<file path="src/rtl/deadline_task_scheduler_top_defines.svh">
// ----------------------------------------------------------------------------
// Deadline task scheduler assertion macros
// Shared concurrent assertion forms, sampled on clk, disabled in reset.
// ----------------------------------------------------------------------------
`ifndef DEADLINE_TASK_SCHEDULER_TOP_DEFINES_SVH
`define DEADLINE_TASK_SCHEDULER_TOP_DEFINES_SVH

// same-cycle implication
`define DTS_ASSERT_IMP(lbl, ante, cons, msg) \
  lbl: assert property (@(posedge clk) disable iff (!rst_n) (ante) |-> (cons)) \
    else $error(msg);

// next-cycle implication
`define DTS_ASSERT_NXT(lbl, ante, cons, msg) \
  lbl: assert property (@(posedge clk) disable iff (!rst_n) (ante) |=> (cons)) \
    else $error(msg);

`endif

</file>
<file path="src/rtl/dts_pkg.sv">
// ----------------------------------------------------------------------------
// Deadline task scheduler package
// Beat types, opcode and status codes, and the internal command format.
// ----------------------------------------------------------------------------
package dts_pkg;

  localparam logic [1:0] OP_TICK     = 2'd0;
  localparam logic [1:0] OP_ONCE     = 2'd1;
  localparam logic [1:0] OP_PERIODIC = 2'd2;

  localparam logic [1:0] ST_NONE     = 2'd0;
  localparam logic [1:0] ST_FIRED    = 2'd1;
  localparam logic [1:0] ST_ACCEPTED = 2'd2;
  localparam logic [1:0] ST_FULL     = 2'd3;

  localparam int unsigned QUEUE_DEPTH = 2;
  localparam int unsigned QPW         = 1;

  typedef struct packed {
    logic [1:0]  opcode;
    logic [7:0]  task_id;
    logic [31:0] start_delay;
    logic [31:0] period;
    logic [31:0] now_ms;
  } in_item_t;

  typedef struct packed {
    logic [1:0] status;
    logic [7:0] fired_task;
  } out_item_t;

  typedef enum logic [1:0] {
    CMD_TICK,
    CMD_ONCE,
    CMD_PERIODIC,
    CMD_NOP
  } cmd_kind_t;

  typedef struct packed {
    cmd_kind_t   kind;
    logic [7:0]  task_id;
    logic [31:0] deadline;
    logic [31:0] period;
    logic [31:0] now_ms;
  } cmd_t;

endpackage

</file>
<file path="src/rtl/dts_front.sv">
// ----------------------------------------------------------------------------
// Deadline task scheduler front end
// Takes input beats, decodes the opcode and forms the first deadline.
// ----------------------------------------------------------------------------
module dts_front (
  input  logic              clk,
  input  logic              rst_n,
  input  logic              in_valid,
  output logic              in_stall,
  input  dts_pkg::in_item_t in_data,
  output logic              push,
  output dts_pkg::cmd_t     push_cmd,
  input  logic              q_full
);

  logic          fr_valid_r;
  dts_pkg::cmd_t fr_cmd_r;
  dts_pkg::cmd_t dec_cmd;
  logic          accept;

  assign in_stall = fr_valid_r && q_full;
  assign accept   = in_valid && !in_stall;
  assign push     = fr_valid_r && !q_full;
  assign push_cmd = fr_cmd_r;

  always_comb begin
    dec_cmd.task_id  = in_data.task_id;
    dec_cmd.deadline = in_data.now_ms + in_data.start_delay;
    dec_cmd.now_ms   = in_data.now_ms;
    dec_cmd.period   = 32'd0;
    unique case (in_data.opcode)
      dts_pkg::OP_TICK:     dec_cmd.kind = dts_pkg::CMD_TICK;
      dts_pkg::OP_ONCE:     dec_cmd.kind = dts_pkg::CMD_ONCE;
      dts_pkg::OP_PERIODIC: begin
        dec_cmd.kind   = dts_pkg::CMD_PERIODIC;
        dec_cmd.period = in_data.period;
      end
      default:              dec_cmd.kind = dts_pkg::CMD_NOP;
    endcase
  end

  always_ff @(posedge clk) begin
    if (!rst_n) begin
      fr_valid_r <= 1'b0;
    end else if (accept) begin
      fr_valid_r <= 1'b1;
    end else if (push) begin
      fr_valid_r <= 1'b0;
    end
  end

  always_ff @(posedge clk) begin
    if (accept) begin
      fr_cmd_r <= dec_cmd;
    end
  end

endmodule

</file>
<file path="src/rtl/dts_cmd_queue.sv">
// ----------------------------------------------------------------------------
// Deadline task scheduler command queue
// Short FIFO decoupling the decode stage from the slot table sequencer.
// ----------------------------------------------------------------------------
module dts_cmd_queue (
  input  logic          clk,
  input  logic          rst_n,
  input  logic          push,
  input  dts_pkg::cmd_t push_cmd,
  output logic          full,
  input  logic          pop,
  output dts_pkg::cmd_t pop_cmd,
  output logic          nonempty
);

  dts_pkg::cmd_t              entry_r [dts_pkg::QUEUE_DEPTH];
  logic [dts_pkg::QPW-1:0]    wr_ptr_r;
  logic [dts_pkg::QPW-1:0]    rd_ptr_r;
  logic [dts_pkg::QPW:0]      cnt_r;

  assign full     = (cnt_r == (dts_pkg::QPW+1)'(dts_pkg::QUEUE_DEPTH));
  assign nonempty = (cnt_r != '0);
  assign pop_cmd  = entry_r[rd_ptr_r];

  always_ff @(posedge clk) begin
    if (!rst_n) begin
      wr_ptr_r <= '0;
      rd_ptr_r <= '0;
      cnt_r    <= '0;
    end else begin
      if (push) begin
        wr_ptr_r <= wr_ptr_r + 1'b1;
      end
      if (pop) begin
        rd_ptr_r <= rd_ptr_r + 1'b1;
      end
      if (push && !pop) begin
        cnt_r <= cnt_r + 1'b1;
      end else if (pop && !push) begin
        cnt_r <= cnt_r - 1'b1;
      end
    end
  end

  always_ff @(posedge clk) begin
    if (push) begin
      entry_r[wr_ptr_r] <= push_cmd;
    end
  end

endmodule

</file>
<file path="src/rtl/dts_back.sv">
// ----------------------------------------------------------------------------
// Deadline task scheduler back end
// Slot table, sequential slot scan for insert and tick, and result register.
// ----------------------------------------------------------------------------
module dts_back #(
  parameter int unsigned TASK_SLOTS = 16
) (
  input  logic               clk,
  input  logic               rst_n,
  input  logic               q_nonempty,
  input  dts_pkg::cmd_t      q_cmd,
  output logic               pop,
  output logic               out_valid,
  input  logic               out_stall,
  output dts_pkg::out_item_t out_data
);

  localparam int unsigned IW = (TASK_SLOTS > 1) ? $clog2(TASK_SLOTS) : 1;
  localparam logic [IW-1:0] LAST = IW'(TASK_SLOTS - 1);

  typedef enum logic [2:0] {
    S_IDLE,
    S_SCHED,
    S_TSCAN,
    S_TDRAIN,
    S_TDECIDE
  } state_t;

  state_t                 state_r;
  logic [TASK_SLOTS-1:0]  valid_r;
  logic [IW-1:0]          idx_r;
  dts_pkg::cmd_t          cmd_r;
  logic                   out_valid_r;
  dts_pkg::out_item_t     out_data_r;

  logic [31:0] dl_mem  [TASK_SLOTS];
  logic [31:0] per_mem [TASK_SLOTS];
  logic        os_mem  [TASK_SLOTS];
  logic [7:0]  id_mem  [TASK_SLOTS];

  logic          rd_ok_r;
  logic          rd_vld_r;
  logic [IW-1:0] rd_slot_r;
  logic [31:0]   rd_dl_r;
  logic [31:0]   rd_per_r;
  logic          rd_os_r;
  logic [7:0]    rd_id_r;

  logic          best_found_r;
  logic [IW-1:0] best_slot_r;
  logic [31:0]   best_dl_r;
  logic [31:0]   best_per_r;
  logic          best_os_r;
  logic [7:0]    best_id_r;

  logic          sched_free;
  logic [31:0]   dl_diff;
  logic [31:0]   due_diff;
  logic          take_cand;
  logic          due;
  logic          wr_en;
  logic [IW-1:0] wr_idx;
  logic [31:0]   wr_dl;
  logic [31:0]   wr_per;
  logic          wr_os;
  logic [7:0]    wr_id;

  assign out_valid = out_valid_r;
  assign out_data  = out_data_r;
  assign pop       = (state_r == S_IDLE) && q_nonempty && !out_valid_r;

  always_comb begin
    sched_free = !valid_r[idx_r];
    dl_diff    = rd_dl_r - best_dl_r;
    take_cand  = rd_ok_r && rd_vld_r && (!best_found_r || dl_diff[31]);
    due_diff   = cmd_r.now_ms - best_dl_r;
    due        = best_found_r && !due_diff[31];
    wr_en      = 1'b0;
    wr_idx     = idx_r;
    wr_dl      = cmd_r.deadline;
    wr_per     = cmd_r.period;
    wr_os      = (cmd_r.kind == dts_pkg::CMD_ONCE);
    wr_id      = cmd_r.task_id;
    if (state_r == S_SCHED && sched_free) begin
      wr_en = 1'b1;
    end else if (state_r == S_TDECIDE && due && !best_os_r) begin
      wr_en  = 1'b1;
      wr_idx = best_slot_r;
      wr_dl  = cmd_r.now_ms + best_per_r;
      wr_per = best_per_r;
      wr_os  = best_os_r;
      wr_id  = best_id_r;
    end
  end

  // slot table: one write port, one registered read port
  always_ff @(posedge clk) begin
    if (wr_en) begin
      dl_mem[wr_idx]  <= wr_dl;
      per_mem[wr_idx] <= wr_per;
      os_mem[wr_idx]  <= wr_os;
      id_mem[wr_idx]  <= wr_id;
    end
    rd_dl_r   <= dl_mem[idx_r];
    rd_per_r  <= per_mem[idx_r];
    rd_os_r   <= os_mem[idx_r];
    rd_id_r   <= id_mem[idx_r];
    rd_vld_r  <= valid_r[idx_r];
    rd_slot_r <= idx_r;
  end

  always_ff @(posedge clk) begin
    if (take_cand) begin
      best_slot_r <= rd_slot_r;
      best_dl_r   <= rd_dl_r;
      best_per_r  <= rd_per_r;
      best_os_r   <= rd_os_r;
      best_id_r   <= rd_id_r;
    end
    if (pop) begin
      cmd_r <= q_cmd;
    end
  end

  always_ff @(posedge clk) begin
    if (!rst_n) begin
      state_r      <= S_IDLE;
      valid_r      <= '0;
      idx_r        <= '0;
      rd_ok_r      <= 1'b0;
      best_found_r <= 1'b0;
      out_valid_r  <= 1'b0;
      out_data_r   <= '0;
    end else begin
      rd_ok_r <= (state_r == S_TSCAN);
      if (take_cand) begin
        best_found_r <= 1'b1;
      end
      if (out_valid_r && !out_stall) begin
        out_valid_r <= 1'b0;
      end
      unique case (state_r)
        S_IDLE: begin
          if (pop) begin
            idx_r        <= '0;
            best_found_r <= 1'b0;
            unique case (q_cmd.kind)
              dts_pkg::CMD_TICK:     state_r <= S_TSCAN;
              dts_pkg::CMD_ONCE,
              dts_pkg::CMD_PERIODIC: state_r <= S_SCHED;
              dts_pkg::CMD_NOP: begin
                out_valid_r <= 1'b1;
                out_data_r  <= '{status: dts_pkg::ST_NONE, fired_task: 8'd0};
              end
            endcase
          end
        end
        S_SCHED: begin
          if (sched_free) begin
            valid_r[idx_r] <= 1'b1;
            out_valid_r    <= 1'b1;
            out_data_r     <= '{status: dts_pkg::ST_ACCEPTED, fired_task: 8'd0};
            state_r        <= S_IDLE;
          end else if (idx_r == LAST) begin
            out_valid_r <= 1'b1;
            out_data_r  <= '{status: dts_pkg::ST_FULL, fired_task: 8'd0};
            state_r     <= S_IDLE;
          end else begin
            idx_r <= idx_r + 1'b1;
          end
        end
        S_TSCAN: begin
          if (idx_r == LAST) begin
            state_r <= S_TDRAIN;
          end else begin
            idx_r <= idx_r + 1'b1;
          end
        end
        S_TDRAIN: begin
          state_r <= S_TDECIDE;
        end
        S_TDECIDE: begin
          out_valid_r <= 1'b1;
          if (due) begin
            out_data_r <= '{status: dts_pkg::ST_FIRED, fired_task: best_id_r};
            if (best_os_r) begin
              valid_r[best_slot_r] <= 1'b0;
            end
          end else begin
            out_data_r <= '{status: dts_pkg::ST_NONE, fired_task: 8'd0};
          end
          state_r <= S_IDLE;
        end
        default: state_r <= S_IDLE;
      endcase
    end
  end

endmodule

</file>
<file path="src/rtl/deadline_task_scheduler_top.sv">
// A beat passes the front register and the command queue; a tick then scans
// the slot table one slot per cycle (S_TSCAN, S_TDRAIN, S_TDECIDE) and a
// schedule scans for a free slot (S_SCHED) before the result register. A new
// command is popped only when idle and once the last result beat has left.
// Reset (rst_n, synchronous): all slots invalid, queue and result empty.
// ----------------------------------------------------------------------------
// Deadline task scheduler top level
// Decode front end, command queue and slot table sequencer.
// ----------------------------------------------------------------------------
`include "deadline_task_scheduler_top_defines.svh"

module deadline_task_scheduler_top #(
  parameter int unsigned TASK_SLOTS = 16
) (
  input  logic               clk,
  input  logic               rst_n,
  input  logic               in_valid,
  output logic               in_stall,
  input  dts_pkg::in_item_t  in_data,
  output logic               out_valid,
  input  logic               out_stall,
  output dts_pkg::out_item_t out_data
);

  logic          q_push;
  dts_pkg::cmd_t q_push_cmd;
  logic          q_full;
  logic          q_pop;
  dts_pkg::cmd_t q_pop_cmd;
  logic          q_nonempty;
  logic          q_pop_work;

  assign q_pop_work = q_pop && (q_pop_cmd.kind != dts_pkg::CMD_NOP);

  dts_front u_front (
    .clk      (clk),
    .rst_n    (rst_n),
    .in_valid (in_valid),
    .in_stall (in_stall),
    .in_data  (in_data),
    .push     (q_push),
    .push_cmd (q_push_cmd),
    .q_full   (q_full)
  );

  dts_cmd_queue u_queue (
    .clk      (clk),
    .rst_n    (rst_n),
    .push     (q_push),
    .push_cmd (q_push_cmd),
    .full     (q_full),
    .pop      (q_pop),
    .pop_cmd  (q_pop_cmd),
    .nonempty (q_nonempty)
  );

  dts_back #(
    .TASK_SLOTS (TASK_SLOTS)
  ) u_back (
    .clk        (clk),
    .rst_n      (rst_n),
    .q_nonempty (q_nonempty),
    .q_cmd      (q_pop_cmd),
    .pop        (q_pop),
    .out_valid  (out_valid),
    .out_stall  (out_stall),
    .out_data   (out_data)
  );

  `DTS_ASSERT_IMP(a_no_push_full, q_push, !q_full, "push into full command queue")
  `DTS_ASSERT_IMP(a_pop_needs_room, q_pop, q_nonempty && !out_valid, "pop without data or room")
  `DTS_ASSERT_NXT(a_pop_no_early_result, q_pop_work, !out_valid, "result too early")

endmodule

</file>
<file path="config.mk">
export PLATFORM = sky130hd
export DESIGN_NAME = deadline_task_scheduler_top
export DESIGN_NICKNAME = d
export VERILOG_FILES = /design/src/rtl/dts_pkg.sv /design/src/rtl/dts_front.sv /design/src/rtl/dts_cmd_queue.sv /design/src/rtl/dts_back.sv /design/src/rtl/deadline_task_scheduler_top.sv
export VERILOG_INCLUDE_DIRS = /design/src /design/src/rtl
export SDC_FILE = /design/constraint.sdc
export NUM_CORES = 2
export LEC_CHECK = 0
export ABC_AREA = 1
export BUFFER_PORTS_ARGS = -buffer_cell sky130_fd_sc_hd__buf_2
export CORE_MARGIN = 5
export CORE_UTILIZATION = 48
export DETAILED_ROUTE_END_ITERATION = 6
export PLACE_DENSITY = 0.68
export SETUP_SLACK_MARGIN = 0.3
export SLEW_MARGIN = 5
export SYNTH_ARGS = -nofsm -noshare
export SYNTH_HDL_FRONTEND = slang
export SYNTH_SLANG_ARGS = --single-unit
export TNS_END_PERCENT = 10
</file>
<file path="constraint.sdc">
create_clock -name clk -period 6.9 [get_ports clk]
set_input_delay 0.345 -clock clk [delete_from_list [all_inputs] [get_ports clk]]
set_output_delay 0.345 -clock clk [all_outputs]
set_load 0.005 [all_outputs]
</file>
# Word level (Yosys, flattened, before mapping)
# Memories as Yosys holds them, arrays and structs flattened. A register that Yosys moved wholly into a read port is not among the register bits.
# Index checks and enable logic that the tools add are counted.
# Widths: inputs -> output; s select.
[totals] out_inout_bits=12 ram_bits=1380 n_memories=5 latchBits=0 in_bits=110 word_cells=170 romBits=0 reg_bits=335
[memory_table] memory="u_back.dl_mem" words=16 width=32 rd=1 rd_ports_with_merged_regs=1 write_ports=1 line_no="dts_back.sv:36" text="logic [31:0] dl_mem [TASK_SLOTS];"
[memory_table] memory="u_back.per_mem" words=16 width=32 rd=1 rd_ports_with_merged_regs=1 write_ports=1 line_no="dts_back.sv:37" text="logic [31:0] per_mem [TASK_SLOTS];"
[memory_table] memory="u_queue.entry_r" words=2 width=106 rd=1 rd_ports_with_merged_regs=1 write_ports=1 line_no="dts_cmd_queue.sv:16" text="dts_pkg::cmd_t entry_r [dts_pkg::QUEUE_DEPTH];"
[memory_table] memory="u_back.id_mem" words=16 width=8 rd=1 rd_ports_with_merged_regs=1 write_ports=1 line_no="dts_back.sv:39" text="logic [7:0] id_mem [TASK_SLOTS];"
[memory_table] memory="u_back.os_mem" words=16 width=1 rd=1 rd_ports_with_merged_regs=1 write_ports=1 line_no="dts_back.sv:38" text="logic os_mem [TASK_SLOTS];"
[classes] eq_ne=21 n_div=0 bitwise=3 reduce_logical=41 magnitude_cmp=4 n_mux=58 n_addsub=9 shift=0 multipliers=0
[op_table] cell="$mux 32" count=4
[op_table] cell="$add 32x32->32" count=2
[op_table] cell="$sub 32x32->32" count=2
[op_table] cell="$mux 16" count=3
[op_table] cell="$mux 10" count=4
[op_table] cell="$pmux 16 s2" count=1
[op_table] cell="$pmux 10 s3" count=1
[op_table] cell="$mux 1" count=23
[op_table] cell="$mux 4" count=5
[op_table] cell="$and 16x16->16" count=1
[op_table] cell="$logic_and 1x1->1" count=16
[op_table] cell="$mux 8" count=2
[op_table] cell="$not 16->16" count=1
[op_table] cell="$or 16x16->16" count=1
[op_table] cell="$mux 3" count=4
[op_table] cell="$pmux 3 s4" count=1
[op_table] cell="$pmux 4 s3" count=1
[op_table] cell="$reduce_and 4->1" count=3
[op_table] cell="$logic_not 1->1" count=10
[op_table] cell="$lt 4x5->1 const B" count=2
[op_table] cell="$ne 2x2->1 const B" count=5
[op_table] cell="$mux 9" count=1
[op_table] cell="$demux 1 s4" count=2
[op_table] cell="$eq 2x2->1 const B" count=4
[op_table] cell="other kinds (24)" count=37

# Depth between registers and ports, before layout
[logic_depth] word_depth=9 mapped_depth=20 depth_no_buf=19

# Cells and area by module
# From an unflattened synthesis, not the netlist that was laid out.
[unflattened] hier_cells=5659 hier_area_um2=71987.8
[modules_own_cells] module="dts_back" area_per_inst_um2=58129.5 cells_each=4618 seq_area_each_um2=42851.1 n_inst=1
[modules_own_cells] module="dts_cmd_queue" area_per_inst_um2=8035.2 cells_each=365 seq_area_each_um2=6466.2 n_inst=1
[modules_own_cells] module="dts_front" area_per_inst_um2=5823.1 cells_each=676 seq_area_each_um2=3203.1 n_inst=1

# Least setup slack after synthesis
# OpenSTA, ideal clock, no wires.
[synth_timing] path_type="reg-to-reg" start="register u_queue.cnt_r[0] in the netlist's numbering" end="memory u_queue.entry_r[1][0] in the netlist's numbering (enable)" setup_time_ps=573 required_ps=6327 setup_slack_ps=1232 n_path_buf=0 arrival_ps=5095 synth_period_minus_slack_ps=5668 path_stages_with_launch=5 path_cell_list="dfxtp_1 > inv_1 > a21oi_1 > inv_1 > nor2_1"
[synth_via] elab_chain_cells=5
[synth_rtl] element="start: declaration" line_no="dts_cmd_queue.sv:19" text="logic [dts_pkg::QPW:0] cnt_r;"
[synth_rtl] element="start signal: assignment" line_no="dts_cmd_queue.sv:38" text="cnt_r <= cnt_r + 1'b1;"
[synth_rtl] element="start signal: assignment" line_no="dts_cmd_queue.sv:40" text="cnt_r <= cnt_r - 1'b1;"
[synth_rtl] element="$eq 2x2->1" line_no="dts_cmd_queue.sv:21" text="assign full = (cnt_r == (dts_pkg::QPW+1)'(dts_pkg::QUEUE_DEPTH));"
[synth_rtl] element="$logic_not 1->1" line_no="dts_front.sv:23" text="assign push = fr_valid_r && !q_full;"
[synth_rtl] element="$logic_and 1x1->1" line_no="dts_front.sv:23"
[synth_rtl] element="net q_push" line_no="deadline_task_scheduler_top.sv:25" text="logic q_push;"
[synth_rtl] element="$mux 1" line_no="dts_cmd_queue.sv:46" text="if (push) begin"
[synth_rtl] element="$mux 1 (implied by the code)" line_no="dts_cmd_queue.sv:47" text="entry_r[wr_ptr_r] <= push_cmd;"
[synth_rtl] element="end: declaration" line_no="dts_cmd_queue.sv:16"
# The timed path passes the listed nets, and every way through them passes these cells.

# Worst setup path in the final report
[layout_timing] start="register u_back.cmd_r[2] in the netlist's numbering" end="memory u_back.per_mem[8][11] (enable)"
[layout_via] elab_chain_cells=9 word_cells_on_any_way=11 cone_classes="add/sub (1); mux (6); reduce/logical (4)"
[layout_rtl] element="start: declaration" line_no="dts_back.sv:32" text="dts_pkg::cmd_t cmd_r;"
[layout_rtl] element="start signal: assignment" line_no="dts_back.sv:121" text="cmd_r <= q_cmd;"
[layout_rtl] element="$sub 32x32->32 (*)" line_no="dts_back.sv:76" text="due_diff = cmd_r.now_ms - best_dl_r;"
[layout_rtl] element="$logic_not 1->1 (*)" line_no="dts_back.sv:77" text="due = best_found_r && !due_diff[31];"
[layout_rtl] element="$logic_and 1x1->1 (*)" line_no="dts_back.sv:77"
[layout_rtl] element="$logic_and 1x1->1 (*) (2 in series)" line_no="dts_back.sv:86" text="end else if (state_r == S_TDECIDE && due && !best_os_r) begin"
[layout_rtl] element="$mux 1" line_no="dts_back.sv:86"
[layout_rtl] element="$mux 1" line_no="dts_back.sv:84" text="if (state_r == S_SCHED && sched_free) begin"
[layout_rtl] element="$mux 1" line_no="dts_back.sv:98" text="if (wr_en) begin"
[layout_rtl] element="$mux 1 (implied by the code)" line_no="dts_back.sv:100" text="per_mem[wr_idx] <= wr_per;"
[layout_rtl] element="end: declaration" line_no="dts_back.sv:37"
# Mark *: on every way between the ends. The rest lies on a longest branch, timed or not.

==> metrics.txt <==
status complete, no violations; post-synthesis cell count 5425; Routed WL 192 mm; Clock power frac 30.4%; clk_lat worst skew 800 ps; CTS max path bufs 3; Post-synth top flop edfxtp_1; period utilisation layout 64.8%; crit path launch u_back.cmd_r[2]; Max Fclk 224 MHz; initial antenna violation count 11; WL/cell 25.1 um; #FFs+latches synth 1789; core area 147000 um2; CP max-delay cell nor2_4; pwr dens 371 nW/um2; Die Ht 395 um; Antenna Nets Post-Route 0; layout cells sized above 1 10.9%; Hold Crit Class in -> reg; CTS Buf Count 175; first-pass GRT wire length 280 mm; largest family of logic cells by synthesized area simple AND/OR/NAND/NOR gates; H-tree depth 4; Via-to-Cell Ratio 5.88; Critical Path Sink Type register; 1st-iter DRT viols 5778; setup TNS 0 ps; Final Hold Viols 0; post-synthesis simple-gate area fraction 9.46%; synthesized area 71000 um2; Post-synth top cells edfxtp_1 (1669), nor2_1 (758), nand2_1 (757), o21ai_0 (634), o22ai_1 (292); cell type with the highest aggregate area in the netlist edfxtp_1; Synth cell types 53; fraction of registers with async set/reset 0%; Startpoint Class register; setup violators final 0; Worst-Margin Slew 1340 ps; Worst R2R Start u_back.cmd_r[2]; Layout area overhead 12.7%; Synth Area in Adders 2.33%; Max FO, Critical Path 35; IO Pins 122; CTS clock-pin slew for the worst setup and hold paths 60 ps; Synth Area in XOR/XNOR 0.752%; WS Path Type reg -> reg; design area 80100 um2; worst path required time 7350 ps; Die ar. 156000 um2; Pre-antenna DRT Iters 6; Sw Ratio 30.6%; FF-to-FF path depth 17; unrepaired setup endpoints after global routing no; Comb pwr share 19.7%; clk root buf clkbuf_16; Synth Net Count 5666; total number of vias 45100; vias in the first global route 42900; hold_ws 52.2 ps; Post-synth EDFFs 1669; largest net degree at the start of global routing 197; crit path time final 4470 ps; DRC Markers 0; post-synthesis compound-gate area fraction 9.13%; Hold Path End u_back.out_valid; Initial Util 48.2%; nets 5835; Rel. slew slack 9.91%; Pint 0.0207 W; Sink Count 1789; Post-DP Area 73800 um2; Seq/Total Area, Yosys 74.0%; hold path depth 5; I/O Buffers 121; hold path start out_stall; R2R Setup Slk 2430 ps; mux contribution to synthesized area 1.68%; Net Sw Power 0.00909 W; post-synth top area share 70.6%; most used cell, CP nand2_1; top cells by area in the synthesized netlist edfxtp_1 (71%), o21ai_0 (4.5%), nor2_1 (4.0%); Max-cap violations 0; worst path cell trace ha_1, a21oi_1, nand2_1, nand2_1, nand2_1, nand2_1, nand2_1, nand2_2, nand2_1, nand2_1, nand3_2, nor2_4, nand3_1, nand2_1, nand3_2, nor2_4, buf_12; CP Data Arrival Time 4920 ps; final slew viol count 0; Reg power frac 49.9%; Syn Area/Cell 13.1 um2; Peak VDD IR 301 uV; Cell Rows 141; clk_skew 32.9 ps; die extent in x 395 um; Lkg Pwr 27.7 nW; CTS tree built; DP HPWL 112 mm; cell with the most instances after synthesis edfxtp_1; Worst path max stage delay 730 ps; GP Congestion 0.949; GRT overflow 0; GR Util All Layers 24.0%; FF-to-FF End u_back.per_mem[8][11]; Yosys warning total 0
[flip-flops by register name, summed over array words and instances (netlist names), 8 cells and up, named ones only]
signal             count
u_back.id_mem        128
u_back.out_data       10
u_back.cmd_r         106
u_front.push_cmd     106
u_back.best_per_r     32
u_back.rd_dl_r        32
u_queue.entry_r      212
u_back.best_id_r       8
u_back.per_mem       512
u_back.dl_mem        512
u_back.rd_id_r         8
u_back.valid_r        16
u_back.rd_per_r       32
u_back.os_mem         16
u_back.best_dl_r      32
[what timing repair did]
item	4_1_cts	5_1_grt
endpoints found under the hold margin	76	0
resized for setup	0	0
hold buffers	76	0
buffers inserted	0	0
[metrics by stage]
stage | total power (W) | cells | setup slack, ps | utilization [%]
2_1_floorplan | 0.0184 | 5425 | 1230 | -
3_3_place_gp | 0.0207 | 7271 | 2510 | 50.1
3_5_place_dp | 0.0208 | 7271 | 2470 | 50.1
4_1_cts | 0.0298 | 7674 | 2440 | 54.3
5_1_grt | 0.0309 | 7674 | 2250 | 54.3
6_report | 0.0297 | 7676 | 2430 | 54.3
[how the worst max path moves through the flow]
stage	slack (ps)	end	cells past startpoint
final	2430	u_back.per_mem[8][11]	17
after floorplan	1230	u_queue.entry_r[1][0]	4
after CTS	2440	u_back.per_mem[8][11]	18
after detailed placement	2470	u_back.id_mem[8][2]	18
after global placement	2510	u_back.per_mem[8][11]	20
after global routing	2250	u_back.per_mem[8][11]	17
[cells in the final DEF, fill, tap and decap left out, types with 117 or more instances in the layout]
master     instances
dfxtp_1          117
nor2_1           736
edfxtp_1        1669
nand2_1          757
a21oi_1          127
o22ai_1          292
buf_2            121
o21ai_0          634
ha_1             129
clkbuf_16        177
inv_1            198
[worst max-delay path, delay by kind of cell, from the launching register on]
kind / cells / cell delay (ps)
AND/OR/NAND/NOR: 14 / 2780
flip-flops: 1 / 420
adder cells (fa/ha/maj): 1 / 320
buffers and inverters: 1 / 380
AO/OA/AOI/OAI: 1 / 170
[cell families (layout without fill, tap and decap cells)]
family	after synthesis	count (layout)
other	0	2
buffers and inverters	478	797
DFF	1789	1789
xor gates and xnor gates	61	61
AOI/OAI and AO/OA	1181	1181
muxes	106	106
and+or+nand+nor	1679	1679
adders and majority gates	131	131
[power by group through the flow]
| stage | registers, W | clock network, W | logic, W |
|---|---|---|---|
| 2_1_floorplan | 0.0145 | 0 | 0.00391 |
| 3_3_place_gp | 0.0150 | 0 | 0.00564 |
| 3_5_place_dp | 0.0150 | 0 | 0.00572 |
| 4_1_cts | 0.0148 | 0.00915 | 0.00579 |
| 5_1_grt | 0.0149 | 0.00964 | 0.00642 |
| 6_report | 0.0148 | 0.00905 | 0.00586 |
[routing by layer]
| layer | GRT usage [%] | routed length [um] | up-vias | share of wire [%] |
|---|---|---|---|---|
| met4 | 9.83 | 8030 | 8 | 4.2 |
| met3 | 4.41 | 17900 | 365 | 9.3 |
| met5 | 0 | 55 | - | 0.029 |
| met2 | 37.8 | 89300 | 2297 | 46 |
| li1 | - | - | 20100 | - |
| met1 | 33.4 | 77100 | 22400 | 40 |
[layout make-up]
cell class | count | area [um2]
diodes | 2 | 5.00
clock buffers | 236 | 4820
clock inverters | 91 | 627
fillers | 11900 | 67400
inverters | 207 | 801
multi-input cells | 3158 | 16800
flip-flops and latches | 1789 | 52500
well taps | 1930 | 2410
repair buffers | 263 | 2070
Power figures use the tool's default switching activity.
